File: src/design/b64enc_pkg.sv
// b64enc_pkg: shared types, constants and the character mapping of the base64 stream encoder
// no dependencies; imported by every module of the block
`timescale 1ns / 1ps
`default_nettype none

package b64enc_pkg;

  // input transaction payload
  typedef struct packed {
    logic [7:0] data_byte;
    logic       last_byte;
  } in_t;

  // output transaction payload
  typedef struct packed {
    logic [6:0] text_char;
    logic       last_char;
  } out_t;

  // one closed group handed from the front to the back
  typedef struct packed {
    logic [23:0] bytes;   // first byte in the top bits, zero filled
    logic [1:0]  used;    // bytes that carry data, 1 to 3
    logic        last;    // group closes the message
  } grp_t;

  localparam int unsigned QDepth = 2;
  localparam int unsigned QPtrW  = (QDepth > 1) ? $clog2(QDepth) : 1;
  localparam int unsigned QCntW  = $clog2(QDepth + 1);

  localparam logic [6:0] PadChar   = 7'd61;  // '='
  localparam logic [6:0] UpperBase = 7'd65;  // 'A'
  localparam logic [6:0] LowerBase = 7'd97;  // 'a'
  localparam logic [6:0] DigitBase = 7'd48;  // '0'
  localparam logic [6:0] PlusChar  = 7'd43;  // '+'
  localparam logic [6:0] SlashChar = 7'd47;  // '/'

  // map a 6-bit value onto the standard alphabet
  function automatic logic [6:0] b64_char(input logic [5:0] v);
    logic [6:0] v7;
    v7 = {1'b0, v};
    if (v < 6'd26) begin
      b64_char = UpperBase + v7;
    end else if (v < 6'd52) begin
      b64_char = LowerBase + v7 - 7'd26;
    end else if (v < 6'd62) begin
      b64_char = DigitBase + v7 - 7'd52;
    end else if (v == 6'd62) begin
      b64_char = PlusChar;
    end else begin
      b64_char = SlashChar;
    end
  endfunction

endpackage

`default_nettype wire

File: src/design/b64enc_front.sv
// b64enc_front: takes input bytes, holds up to two pending bytes, closes groups
// depends on b64enc_pkg; feeds b64enc_queue
`timescale 1ns / 1ps
`default_nettype none

module b64enc_front
  import b64enc_pkg::*;
(
  input  wire logic clk_i,
  input  wire logic rst_ni,
  input  wire logic in_valid_i,
  output logic      in_ready_o,
  input  wire in_t  in_i,
  output logic      push_o,
  output grp_t      push_grp_o,
  input  wire logic q_full_i
);

  logic [1:0] cnt_q, cnt_d;
  logic [7:0] p0_q, p0_d, p1_q, p1_d;
  logic       acc;

  // accept only when a closing byte can be queued
  assign in_ready_o = !q_full_i;
  assign acc        = in_valid_i && in_ready_o;

  // group assembly
  always_comb begin
    cnt_d      = cnt_q;
    p0_d       = p0_q;
    p1_d       = p1_q;
    push_o     = 1'b0;
    push_grp_o = '{bytes: {p0_q, p1_q, in_i.data_byte}, used: 2'd3, last: in_i.last_byte};
    if (acc) begin
      priority if (cnt_q == 2'd2) begin
        push_o = 1'b1;
        cnt_d  = 2'd0;
      end else if (in_i.last_byte) begin
        push_o = 1'b1;
        cnt_d  = 2'd0;
        if (cnt_q == 2'd0) begin
          push_grp_o = '{bytes: {in_i.data_byte, 16'h0000}, used: 2'd1, last: 1'b1};
        end else begin
          push_grp_o = '{bytes: {p0_q, in_i.data_byte, 8'h00}, used: 2'd2, last: 1'b1};
        end
      end else begin
        if (cnt_q == 2'd0) begin
          p0_d = in_i.data_byte;
        end else begin
          p1_d = in_i.data_byte;
        end
        cnt_d = cnt_q + 2'd1;
      end
    end
  end

  // pending count
  always_ff @(posedge clk_i or negedge rst_ni) begin
    if (!rst_ni) begin
      cnt_q <= 2'd0;
    end else begin
      cnt_q <= cnt_d;
    end
  end

  // pending bytes
  always_ff @(posedge clk_i) begin
    p0_q <= p0_d;
    p1_q <= p1_d;
  end

endmodule

`default_nettype wire

File: src/design/b64enc_queue.sv
// b64enc_queue: short group queue between front and back
// depends on b64enc_pkg
`timescale 1ns / 1ps
`default_nettype none

module b64enc_queue
  import b64enc_pkg::*;
(
  input  wire logic clk_i,
  input  wire logic rst_ni,
  input  wire logic push_i,
  input  wire grp_t push_grp_i,
  output logic      full_o,
  input  wire logic pop_i,
  output logic      valid_o,
  output grp_t      head_o
);

  grp_t             mem_q [QDepth];
  logic [QPtrW-1:0] wr_q, rd_q;
  logic [QCntW-1:0] cnt_q;
  logic             do_pop;

  assign full_o  = (cnt_q == QCntW'(QDepth));
  assign valid_o = (cnt_q != '0);
  assign head_o  = mem_q[rd_q];
  assign do_pop  = pop_i && valid_o;

  // storage
  always_ff @(posedge clk_i) begin
    if (push_i) begin
      mem_q[wr_q] <= push_grp_i;
    end
  end

  // pointers and fill count
  always_ff @(posedge clk_i or negedge rst_ni) begin
    if (!rst_ni) begin
      wr_q  <= '0;
      rd_q  <= '0;
      cnt_q <= '0;
    end else begin
      if (push_i) begin
        wr_q <= (wr_q == QPtrW'(QDepth - 1)) ? '0 : wr_q + 1'b1;
      end
      if (do_pop) begin
        rd_q <= (rd_q == QPtrW'(QDepth - 1)) ? '0 : rd_q + 1'b1;
      end
      if (push_i && !do_pop) begin
        cnt_q <= cnt_q + 1'b1;
      end else if (do_pop && !push_i) begin
        cnt_q <= cnt_q - 1'b1;
      end
    end
  end

endmodule

`default_nettype wire

File: src/design/b64enc_back.sv
// b64enc_back: turns each queued group into four characters, one per cycle while the output is not stalled
// depends on b64enc_pkg; reads from b64enc_queue
`timescale 1ns / 1ps
`default_nettype none

module b64enc_back
  import b64enc_pkg::*;
(
  input  wire logic clk_i,
  input  wire logic rst_ni,
  input  wire logic q_valid_i,
  input  wire grp_t q_head_i,
  output logic      pop_o,
  output logic      out_valid_o,
  input  wire logic out_ready_i,
  output out_t      out_o
);

  grp_t       grp_q;
  logic       grp_vld_q;
  logic [1:0] idx_q;
  logic       out_vld_q;
  out_t       out_q;
  logic       load_out;
  logic       grp_done;
  logic [5:0] six;
  out_t       chr;

  assign load_out = !out_vld_q || out_ready_i;
  assign grp_done = load_out && grp_vld_q && (idx_q == 2'd3);
  assign pop_o    = q_valid_i && (!grp_vld_q || grp_done);

  // pick the 6-bit field of the current character
  always_comb begin
    unique case (idx_q)
      2'd0:    six = grp_q.bytes[23:18];
      2'd1:    six = grp_q.bytes[17:12];
      2'd2:    six = grp_q.bytes[11:6];
      default: six = grp_q.bytes[5:0];
    endcase
    chr.text_char = (idx_q <= grp_q.used) ? b64_char(six) : PadChar;
    chr.last_char = (idx_q == 2'd3) && grp_q.last;
  end

  // group holder and character index
  always_ff @(posedge clk_i or negedge rst_ni) begin
    if (!rst_ni) begin
      grp_vld_q <= 1'b0;
      idx_q     <= 2'd0;
      out_vld_q <= 1'b0;
    end else begin
      if (load_out) begin
        out_vld_q <= grp_vld_q;
      end
      if (load_out && grp_vld_q) begin
        idx_q <= idx_q + 2'd1;
      end
      if (pop_o) begin
        grp_vld_q <= 1'b1;
      end else if (grp_done) begin
        grp_vld_q <= 1'b0;
      end
    end
  end

  // payload registers
  always_ff @(posedge clk_i) begin
    if (pop_o) begin
      grp_q <= q_head_i;
    end
    if (load_out && grp_vld_q) begin
      out_q <= chr;
    end
  end

  assign out_valid_o = out_vld_q;
  assign out_o       = out_q;

endmodule

`default_nettype wire

File: src/design/base64_stream_encoder_top.sv
// base64_stream_encoder_top: base64 encoder, bytes in, padded ascii text out
// depends on b64enc_pkg, b64enc_front, b64enc_queue, b64enc_back
//
//   channel | signals                         | payload
//   --------+---------------------------------+---------------------------
//   input   | in_valid_i / in_ready_o / in_i  | data_byte[7:0], last_byte
//   output  | out_valid_o / out_ready_i / out_o | text_char[6:0], last_char
//
// a byte is taken in the cycle it arrives whenever the group queue has room;
// every closed group leaves as four characters, sent back to back while the output is not stalled,
// so the output port sets the rate: four characters per three bytes, and four per short final group.
// the closing byte's group passes the queue, the group holder and the output register.
// reset clears pending count, queue and output valid; no clearing pass.
// a stalled output holds its character while the front keeps taking bytes until the queue fills.
`timescale 1ns / 1ps
`default_nettype none

module base64_stream_encoder_top
  import b64enc_pkg::*;
(
  input  wire logic clk_i,
  input  wire logic rst_ni,
  input  wire logic in_valid_i,
  output logic      in_ready_o,
  input  wire in_t  in_i,
  output logic      out_valid_o,
  input  wire logic out_ready_i,
  output out_t      out_o
);

  logic push, q_full, pop, q_valid;
  grp_t push_grp, q_head;

  // byte intake and grouping
  b64enc_front u_front (
    .clk_i      (clk_i),
    .rst_ni     (rst_ni),
    .in_valid_i (in_valid_i),
    .in_ready_o (in_ready_o),
    .in_i       (in_i),
    .push_o     (push),
    .push_grp_o (push_grp),
    .q_full_i   (q_full)
  );

  // group queue
  b64enc_queue u_queue (
    .clk_i      (clk_i),
    .rst_ni     (rst_ni),
    .push_i     (push),
    .push_grp_i (push_grp),
    .full_o     (q_full),
    .pop_i      (pop),
    .valid_o    (q_valid),
    .head_o     (q_head)
  );

  // character emission
  b64enc_back u_back (
    .clk_i       (clk_i),
    .rst_ni      (rst_ni),
    .q_valid_i   (q_valid),
    .q_head_i    (q_head),
    .pop_o       (pop),
    .out_valid_o (out_valid_o),
    .out_ready_i (out_ready_i),
    .out_o       (out_o)
  );

endmodule

`default_nettype wire

File: config.mk
export PLATFORM = sky130hd
export DESIGN_NAME = base64_stream_encoder_top
export DESIGN_NICKNAME = d
export VERILOG_FILES = /design/src/design/b64enc_pkg.sv /design/src/design/b64enc_front.sv /design/src/design/b64enc_queue.sv /design/src/design/b64enc_back.sv /design/src/design/base64_stream_encoder_top.sv
export SDC_FILE = /design/constraint.sdc
export NUM_CORES = 1
export LEC_CHECK = 0
export ABC_CLOCK_PERIOD_IN_PS = 6830
export BUFFER_PORTS_ARGS = -buffer_cell sky130_fd_sc_hd__buf_4
export CORE_MARGIN = 5
export CORE_UTILIZATION = 40
export CTS_CLUSTER_SIZE = 30
export DETAILED_ROUTE_END_ITERATION = 7
export GPL_TIMING_DRIVEN = 0
export PLACE_DENSITY = 0.57
export RECOVER_POWER = 50
export REMOVE_ABC_BUFFERS = 1
export SYNTH_ARGS = -nofsm -noshare
export SYNTH_HDL_FRONTEND = slang
export SYNTH_SLANG_ARGS = --single-unit
File: constraint.sdc
create_clock -name clk_i -period 6.83 [get_ports clk_i]
set_input_delay 1.7075 -clock clk_i [delete_from_list [all_inputs] [get_ports clk_i]]
set_output_delay 1.7075 -clock clk_i [all_outputs]
set_load 0.05 [all_outputs]
==> out/metrics.cfg, run 1 <==
[die]
die_area_um2 = 14600
core_um2 = 12000
ioPinCount = 23
rows = 40
die_h_um = 121
start_util = 0.409
die_width_um = 121

[worst_setup_path]
crit_path_end_kind = register
crit_type = in2reg
worstPathArrival_ns = 3.50
cpPeakStageDelay_ns = 0.75
critPathTopFamily = simple AND/OR/NAND/NOR gates
cp-start-kind = input pin
worst_ep_required_time_ns = 6.86
crit_path_frequent_cell = clkbuf_1
critPathSlowestCell = nor3_1
cp_max_fo = 11
crit_buf_inv = 2
path_cells = clkbuf_1 -> nor2_1 -> nor3_1 -> clkbuf_1

[outcome]
outcome = finished clean

[drt]
drtIter0Drc = 117
drt_wl_total_um = 8560
drcViolationCount = 0
post_drt_wl_per_cell_um = 16.4
vias = 2686
viasPerCell = 5.16
drtPass1Iterations = 7
ant_nets = 0

[placement]
place_congestion = 0.844
dpl.hpwl_um = 5480
postPlaceCellArea_um2 = 5290
place.port_buffers = 22
dp_slack_ns = 3.03

[grt]
grt_max_degree = 29
antenna_found_initial = 0
grt_usage = 0.129
first_global_vias = 2765
grt-ovfl-total = 0
grt_first_pass_wirelength_um = 14200

[sta]
fin_skew_ns = 0.00784
setup_tns_ns = 0
tightestPinTransition_ns = 1.26
hold_viol = 0
timing.final.max_slew_violations = 0
fmax_mhz = 288
rsz0062_at_grt = no
period_share = 0.509
fin_crit_ns = 3.48
holdWs_ns = 0.488
slew_headroom = 0.161
setup_viol = 0
worst_slack_ns = 3.35

[clock_network]
cts_buffers = 17
clockBufferDepth = 2
htreeDepth = 4
clockRootBuffer = clkbuf_16
clk_latency_ns = 0.40
cts_hold_buf = 0
cts_num_sinks = 115
cts_resized = 0
cts_setup_buffers = 0
cts_tree = yes
clk_pin_slew_ns = 0.05

[flow_run]
cap_violations = 0

[pwr]
internal_power_uw = 1910
clock_power_share = 0.288
vdd_drop_max_mv = 0.141
total_power_uw = 2910
p_leak_uw = 0.00203
net-switching-power_uw = 992
p_per_area_nw_per_um2 = 505
p_comb_frac = 0.334
p_sw_frac = 0.341
seqPwrFrac = 0.378

[logic_synthesis]
yosys_warnings = 0
yosysTopAreaCell = edfxtp_1
synth_cell_type_count = 37
syn_area_per_cell_um2 = 15.2
syn-cell-area_um2 = 4910
yosys-top-cells-area = edfxtp_1 (64%), mux2_2 (8.9%), dfrtp_1 (5.1%)
synth_top_area_share = 0.642
synth-seq-cells = 115
ys_seq_area_frac = 0.693
syn_inst = 324

[layout]
final_common_cell = edfxtp_1
drive_gt1_frac = 0.203
mostFrequentLayoutCells = edfxtp_1 (105), mux2_2 (38), clkbuf_1 (25)
nets = 387
diodes = 0
stdcell_area_um2 = 5750
area_delta_synth_final_pct = 17.1

[worst_hold_path]
hp-class = reg2reg

==> worst register-to-register path, cell delays in order (launching register included) <==
cell      delay (ns)
dfrtp_1         0.43
inv_1           0.11
ha_1            0.32
a222oi_1        0.49
mux2i_1         0.25
inv_1           0.22
ha_1            0.23
inv_1           0.07
o21ai_0         0.17
a21oi_1         0.08
or4_1           0.39
==> synthesized netlist by cell type, drive strengths merged <==
master	n
a221oi	1
nand2b	11
ha	13
nor2	10
a21oi	10
nand2	23
o221ai	1
xnor2	3
a311oi	1
nand4	2
a21o	1
dfrtp	10
nor4	3
inv	18
mux2	39
mux2i	6
o311ai	1
and2	10
nor4b	1
o211a	1
nor3	2
a222oi	6
nand3	4
o21a	1
or4	1
buf	1
clkbuf	7
xor2	4
a211oi	5
o211ai	1
edfxtp	105
a31oi	3
o21ai	19
==> registers in the layout, summed over array words and instances (netlist names), 2 cells and up <==
signal	cells
u_queue.mem_q	54
u_front.p1_q	8
u_queue.cnt_q	2
u_back.grp_q	27
u_front.p0_q	8
u_back.idx_q	2
u_front.cnt_q	2
u_back.out_o	8
==> per-layer routing <==
layer,GRT usage,share of wire,vias up,wire length [um]
li1,-,-,1305,-
met1,0.157,0.45,1302,3880
met2,0.213,0.50,71,4250
met3,0.0370,0.039,8,336
met4,0.0552,0.011,0,92
met5,0,0,-,0
==> final timing paths <==
check	start	to	slack (ns)	cells past startpoint
min	u_queue.wr_q	u_queue.wr_q	0.49	1
min in group asynchronous	rst_ni	u_front.cnt_q[0]	1.28	1
max reg2reg	u_back.idx_q[1]	u_back.out_o[5]	3.81	10
max in group asynchronous	rst_ni	u_back.idx_q[0]	5.17	1
max	in_i[0]	u_queue.mem_q[0][15]	3.35	4
min reg2reg	u_queue.wr_q	u_queue.wr_q	0.49	1
==> power by group through the flow <==
| stage | Combinational [uW] | Clock, uW | Sequential (uW) |
|---|---|---|---|
| 6_report | 971 | 837 | 1100 |
| 5_1_grt | 1080 | 889 | 1120 |
| 4_1_cts | 1010 | 855 | 1100 |
| 3_5_place_dp | 1010 | 0 | 1120 |
| 3_3_place_gp | 979 | 0 | 1110 |
| 2_1_floorplan | 677 | 0 | 1170 |
==> logic make-up (layout without fill, tap and decap cells) <==
| group | Yosys count | in the layout | synth area share |
|---|---|---|---|
| buf+inv | 26 | 76 | 0.0201 |
| simple gates | 67 | 67 | 0.0682 |
| mux | 45 | 45 | 0.106 |
| compound gates | 51 | 51 | 0.0670 |
| fa+ha+maj | 13 | 13 | 0.0331 |
| flops | 115 | 115 | 0.693 |
| xor+xnor | 7 | 7 | 0.0125 |
==> cell type report <==
type	count	area (um2)
clock inverter	7	41.3
multi-input combinational	183	1410
inverter	18	67.6
sequential	115	3400
fill	1068	6260
tap	147	184
timing repair buffer	26	109
clock buffer	25	538
==> per-stage QoR <==
| stage | utilization | std cells |
|---|---|---|
| 2_1_floorplan | - | 316 |
| 4_1_cts | 0.488 | 521 |
| 3_3_place_gp | 0.436 | 485 |
| 6_report | 0.479 | 521 |
| 5_1_grt | 0.479 | 521 |
| 3_5_place_dp | 0.440 | 489 |
(Power assumes the default switching activity.)
==> run 2, diff against run 1 <==
--- a/config.mk
+++ b/config.mk
@@ -5,7 +5,7 @@
 export SDC_FILE = /design/constraint.sdc
 export NUM_CORES = 1
 export LEC_CHECK = 0
-export ABC_CLOCK_PERIOD_IN_PS = 6830
+export ABC_CLOCK_PERIOD_IN_PS = 3500
 export BUFFER_PORTS_ARGS = -buffer_cell sky130_fd_sc_hd__buf_4
 export CORE_MARGIN = 5
 export CORE_UTILIZATION = 40
==> constraint.sdc (replaced) <==
create_clock -name clk_i -period 3.5 [get_ports clk_i]
set_input_delay 0.875 -clock clk_i [delete_from_list [all_inputs] [get_ports clk_i]]
set_output_delay 0.875 -clock clk_i [all_outputs]
set_load 0.05 [all_outputs]
==> out/metrics.cfg, run 2 (synthesized netlist as in run 1, its figures left out) <==
[drt]
post_drt_wl_per_cell_um = 16.4
viasPerCell = 5.17
drtPass1Iterations = 5
drtIter0Drc = 104
drcViolationCount = 0
vias = 2695
ant_nets = 0
drt_wl_total_um = 8540

[clock_network]
clk_latency_ns = 0.40
clockBufferDepth = 2
cts_resized = 0
htreeDepth = 4
cts_num_sinks = 115
clockRootBuffer = clkbuf_16
cts_buffers = 17
cts_setup_buffers = 0
cts_tree = yes
cts_hold_buf = 0
clk_pin_slew_ns = 0.05

[worst_setup_path]
critPathSlowestCell = a222oi_1
r2r_end = u_back.out_o[5]
crit_path_frequent_cell = inv_1
cp_max_fo = 6
cpPeakStageDelay_ns = 0.47
worst_ep_required_time_ns = 3.64
reg2reg_from = u_back.idx_q[1]
r2r_cells = 10
rrSetupSlack_ns = 0.52
crit_type = reg2reg
path_cells = inv_1 -> ha_1 -> a222oi_1 -> mux2i_1 -> inv_1 -> ha_1 -> inv_1 -> o21ai_0 -> a21oi_1 -> or4_1
worstPathArrival_ns = 3.12
cp-start-kind = register
crit_path_end_kind = register

[layout]
drive_gt1_frac = 0.209
diodes = 0
mostFrequentLayoutCells = edfxtp_1 (105), mux2_2 (39), clkbuf_1 (25)
fill_cells = 1068
multi_input_area_um2 = 1410
final_common_cell = edfxtp_1
top_regs = u_queue.mem_q x54, u_back.grp_q x27
area_delta_synth_final_pct = 17.1
stdcell_count = 521
top_register = u_queue.mem_q
nets = 387
regArea_um2 = 3400
largest_reg_flops = 54

[sta]
holdWs_ns = 0.445
fin_crit_ns = 2.98
period_share = 0.852
rsz0062_at_grt = no
fmax_mhz = 336
setup_viol = 0
setup_tns_ns = 0
timing.final.max_slew_violations = 0
tightestPinTransition_ns = 1.25
hold_viol = 0
slew_headroom = 0.166
fin_skew_ns = 0.00692

[outcome]
outcome = finished clean

[pwr]
vdd_drop_max_mv = 0.276
p_per_area_nw_per_um2 = 986
p_leak_uw = 0.00203
total_power_uw = 5670

[placement]
place.port_buffers = 22
dpl.hpwl_um = 5480
dpl.cell_count = 489
place_congestion = 0.844

[die]
die_area_um2 = 14600
start_util = 0.409
rows = 40
die_width_um = 121
die_h_um = 121
core_um2 = 12000
ioPinCount = 23

[grt]
grt_first_pass_wirelength_um = 14200
antenna_found_initial = 0
grt_usage = 0.129
first_global_vias = 2765
grt_max_degree = 29
grt-ovfl-total = 0

[flow_run]
cap_violations = 0

[worst_hold_path]
hp-class = in2async

run 2: changes by cell type in the layout (fill, tap and decap cells not counted), sizes merged:
cell,previous run,this run
buf,1,2
clkbuf,50,49
run 2: how the worst max path moves through the flow:
stage | cells past startpoint | slack (ns) | to | startpoint
2_1_floorplan | 3 | -0.03 | u_queue.mem_q[0][0] | u_queue.cnt_q[0]
3_3_place_gp | 3 | -1.29 | u_queue.mem_q[0][21] | in_valid_i
3_5_place_dp | 10 | 0.50 | u_back.out_o[5] | u_back.idx_q[1]
4_1_cts | 10 | 0.51 | u_back.out_o[5] | u_back.idx_q[0]
5_1_grt | 10 | 0.29 | u_back.out_o[5] | u_back.idx_q[1]
6_report | 10 | 0.52 | u_back.out_o[5] | u_back.idx_q[1]
run 2: worst max-delay path, delay by kind of cell (launching register included):
family / cells / cell delay [ns]
DFF: 1 / 0.43
AOI/OAI and AO/OA: 3 / 0.71
buffers and inverters: 3 / 0.40
and+or+nand+nor: 1 / 0.39
adders and majority gates: 2 / 0.54
muxes: 1 / 0.25
run 2: power breakdown:
group	switching, uW	internal, uW
clock network	571	1060
logic	1190	709
registers	174	1970
run 2: through the flow:
step | setup WS (ns) | utilization | cell area [um2]
after floorplan | -0.0327 | - | 4880
after CTS | 0.515 | 0.488 | 5870
after detailed placement | 0.502 | 0.440 | 5290
after global routing | 0.287 | 0.479 | 5760
after global placement | -1.29 | 0.436 | 5230
final | 0.519 | 0.479 | 5760
run 2: layer usage:
| metal | vias up | part of all wire | global-route usage |
|---|---|---|---|
| li1 | 1307 | - | - |
| met1 | 1309 | 0.45 | 0.157 |
| met2 | 71 | 0.50 | 0.213 |
| met3 | 8 | 0.039 | 0.0370 |
| met4 | 0 | 0.011 | 0.0552 |
| met5 | - | 0 | 0 |
run 2: layout make-up:
type,count,share of cell area
flip-flops and latches,115,0.591
multi-input cells,183,0.245
clock buffers,25,0.0935
well taps,147,0.0320
repair buffers,26,0.0189
inverters,18,0.0117
clock inverters,7,0.00717
==> run 3, diff against run 2 <==
--- a/config.mk
+++ b/config.mk
@@ -12,7 +12,7 @@
 export CTS_CLUSTER_SIZE = 30
 export DETAILED_ROUTE_END_ITERATION = 7
 export GPL_TIMING_DRIVEN = 0
-export PLACE_DENSITY = 0.57
+export PLACE_DENSITY = 0.52
 export RECOVER_POWER = 50
 export REMOVE_ABC_BUFFERS = 1
 export SYNTH_ARGS = -nofsm -noshare
==> out/metrics.cfg, run 3 (synthesized netlist as in run 1, its figures left out) <==
[sta]
hold_viol = 0
tightestPinTransition_ns = 1.27
fmax_mhz = 325
holdWs_ns = 0.437
slew_headroom = 0.154
period_share = 0.878
rsz0062_at_grt = no
fin_crit_ns = 3.07
fin_skew_ns = 0.00725
timing.final.max_slew_violations = 0
setup_tns_ns = 0
setup_viol = 0

[clock_network]
cts_setup_buffers = 0
cts_buffers = 17
cts_num_sinks = 115
clk_pin_slew_ns = 0.05
cts_tree = yes
clockBufferDepth = 2
cts_hold_buf = 0
clk_latency_ns = 0.40
cts_resized = 0
htreeDepth = 4
clockRootBuffer = clkbuf_16

[drt]
vias = 2702
viasPerCell = 5.19
ant_nets = 0
drtIter0Drc = 208
drtPass1Iterations = 5
drcViolationCount = 0
post_drt_wl_per_cell_um = 17.6
drt_wl_total_um = 9150

[grt]
met3_usage = 0.0444
met2_usage = 0.221
grt_max_degree = 29
gr-usage-met1 = 0.164
top_usage_layer = met2
grt_usage = 0.137
grt_first_pass_wirelength_um = 14800
antenna_found_initial = 0
first_global_vias = 2762
grt-ovfl-total = 0

[layout]
mostFrequentLayoutCells = edfxtp_1 (105), mux2_2 (38), clkbuf_1 (28)
final_common_cell = edfxtp_1
top_regs = u_queue.mem_q x54, u_back.grp_q x27
stdcell_area_um2 = 5710
final_core_utilization = 0.476
largest_reg_flops = 54
top_register = u_queue.mem_q
nets = 388
drive_gt1_frac = 0.179
stdcell_count = 521
fill_cells = 1047
area_delta_synth_final_pct = 16.2
diodes = 0

[placement]
place_congestion = 0.756
postPlaceCellArea_um2 = 5300
place.port_buffers = 22
dpl.hpwl_um = 5760
dpl.cell_count = 490

[die]
core_um2 = 12000
ioPinCount = 23
die_h_um = 121
die_width_um = 121
die_area_um2 = 14600
rows = 40
start_util = 0.409

[worst_setup_path]
r2r_end = u_back.out_o[5]
worstPathArrival_ns = 3.21
r2r_cells = 10
rrSetupSlack_ns = 0.43
crit_path_end_kind = register
cp_max_fo = 6
crit_type = reg2reg
worst_ep_required_time_ns = 3.64
reg2reg_from = u_back.idx_q[1]
cp-start-kind = register

[outcome]
outcome = finished clean

[pwr]
vdd_drop_max_mv = 0.298
p_leak_uw = 0.00199
p_per_area_nw_per_um2 = 987

[worst_hold_path]
hp-class = in2async

[flow_run]
cap_violations = 0

## run 3: area by class of cell
type | instances | area (um2) | share of cell area
clock inverters | 10 | 91.3 | 0.0160
flip-flops and latches | 115 | 3400 | 0.596
clock buffers | 21 | 440 | 0.0771
repair buffers | 27 | 113 | 0.0197
inverters | 18 | 67.6 | 0.0118
multi-input cells | 183 | 1410 | 0.247
well taps | 147 | 184 | 0.0322
## run 3: worst max path at each step
stage                                 from                   end  slack [ns]  cells past startpoint
final                      u_back.idx_q[1]       u_back.out_o[5]        0.43                     10
after global routing       u_back.idx_q[1]       u_back.out_o[5]        0.25                     10
after CTS                  u_back.idx_q[0]       u_back.out_o[5]        0.51                     10
after detailed placement   u_back.idx_q[0]       u_back.out_o[5]        0.51                     10
after global placement          in_valid_i  u_queue.mem_q[0][19]       -1.44                      3
after floorplan           u_queue.cnt_q[0]   u_queue.mem_q[0][0]       -0.03                      3
## run 3: per-layer routing
metal	wire [um]	vias up
met5	0	-
met4	108	0
met3	387	10
met2	4540	51
met1	4110	1336
li1	-	1305
## run 3: per-stage QoR
stage               total power [uW]  setup slack (ns)
detailed placement              4180             0.507
floorplan                       3610           -0.0327
CTS                             5780             0.510
global route                    6000             0.249
global placement                4130             -1.44
finish                          5640             0.427
## run 3: worst max-delay path, stage by stage, from the launching register on
cell and delay (ns):
dfrtp_1 0.42, inv_1 0.10, ha_1 0.32, a222oi_1 0.50, mux2i_1 0.26, inv_1 0.23, ha_1 0.23, inv_1 0.07
o21ai_0 0.19, a21oi_1 0.09, or4_1 0.39
## run 3: report_power, final
part	internal, uW	leakage (uW)	total, uW	switching, uW
logic	710	0.000660	1940	1230
registers	1970	0.00108	2140	174
clock network	1020	0.000257	1560	539
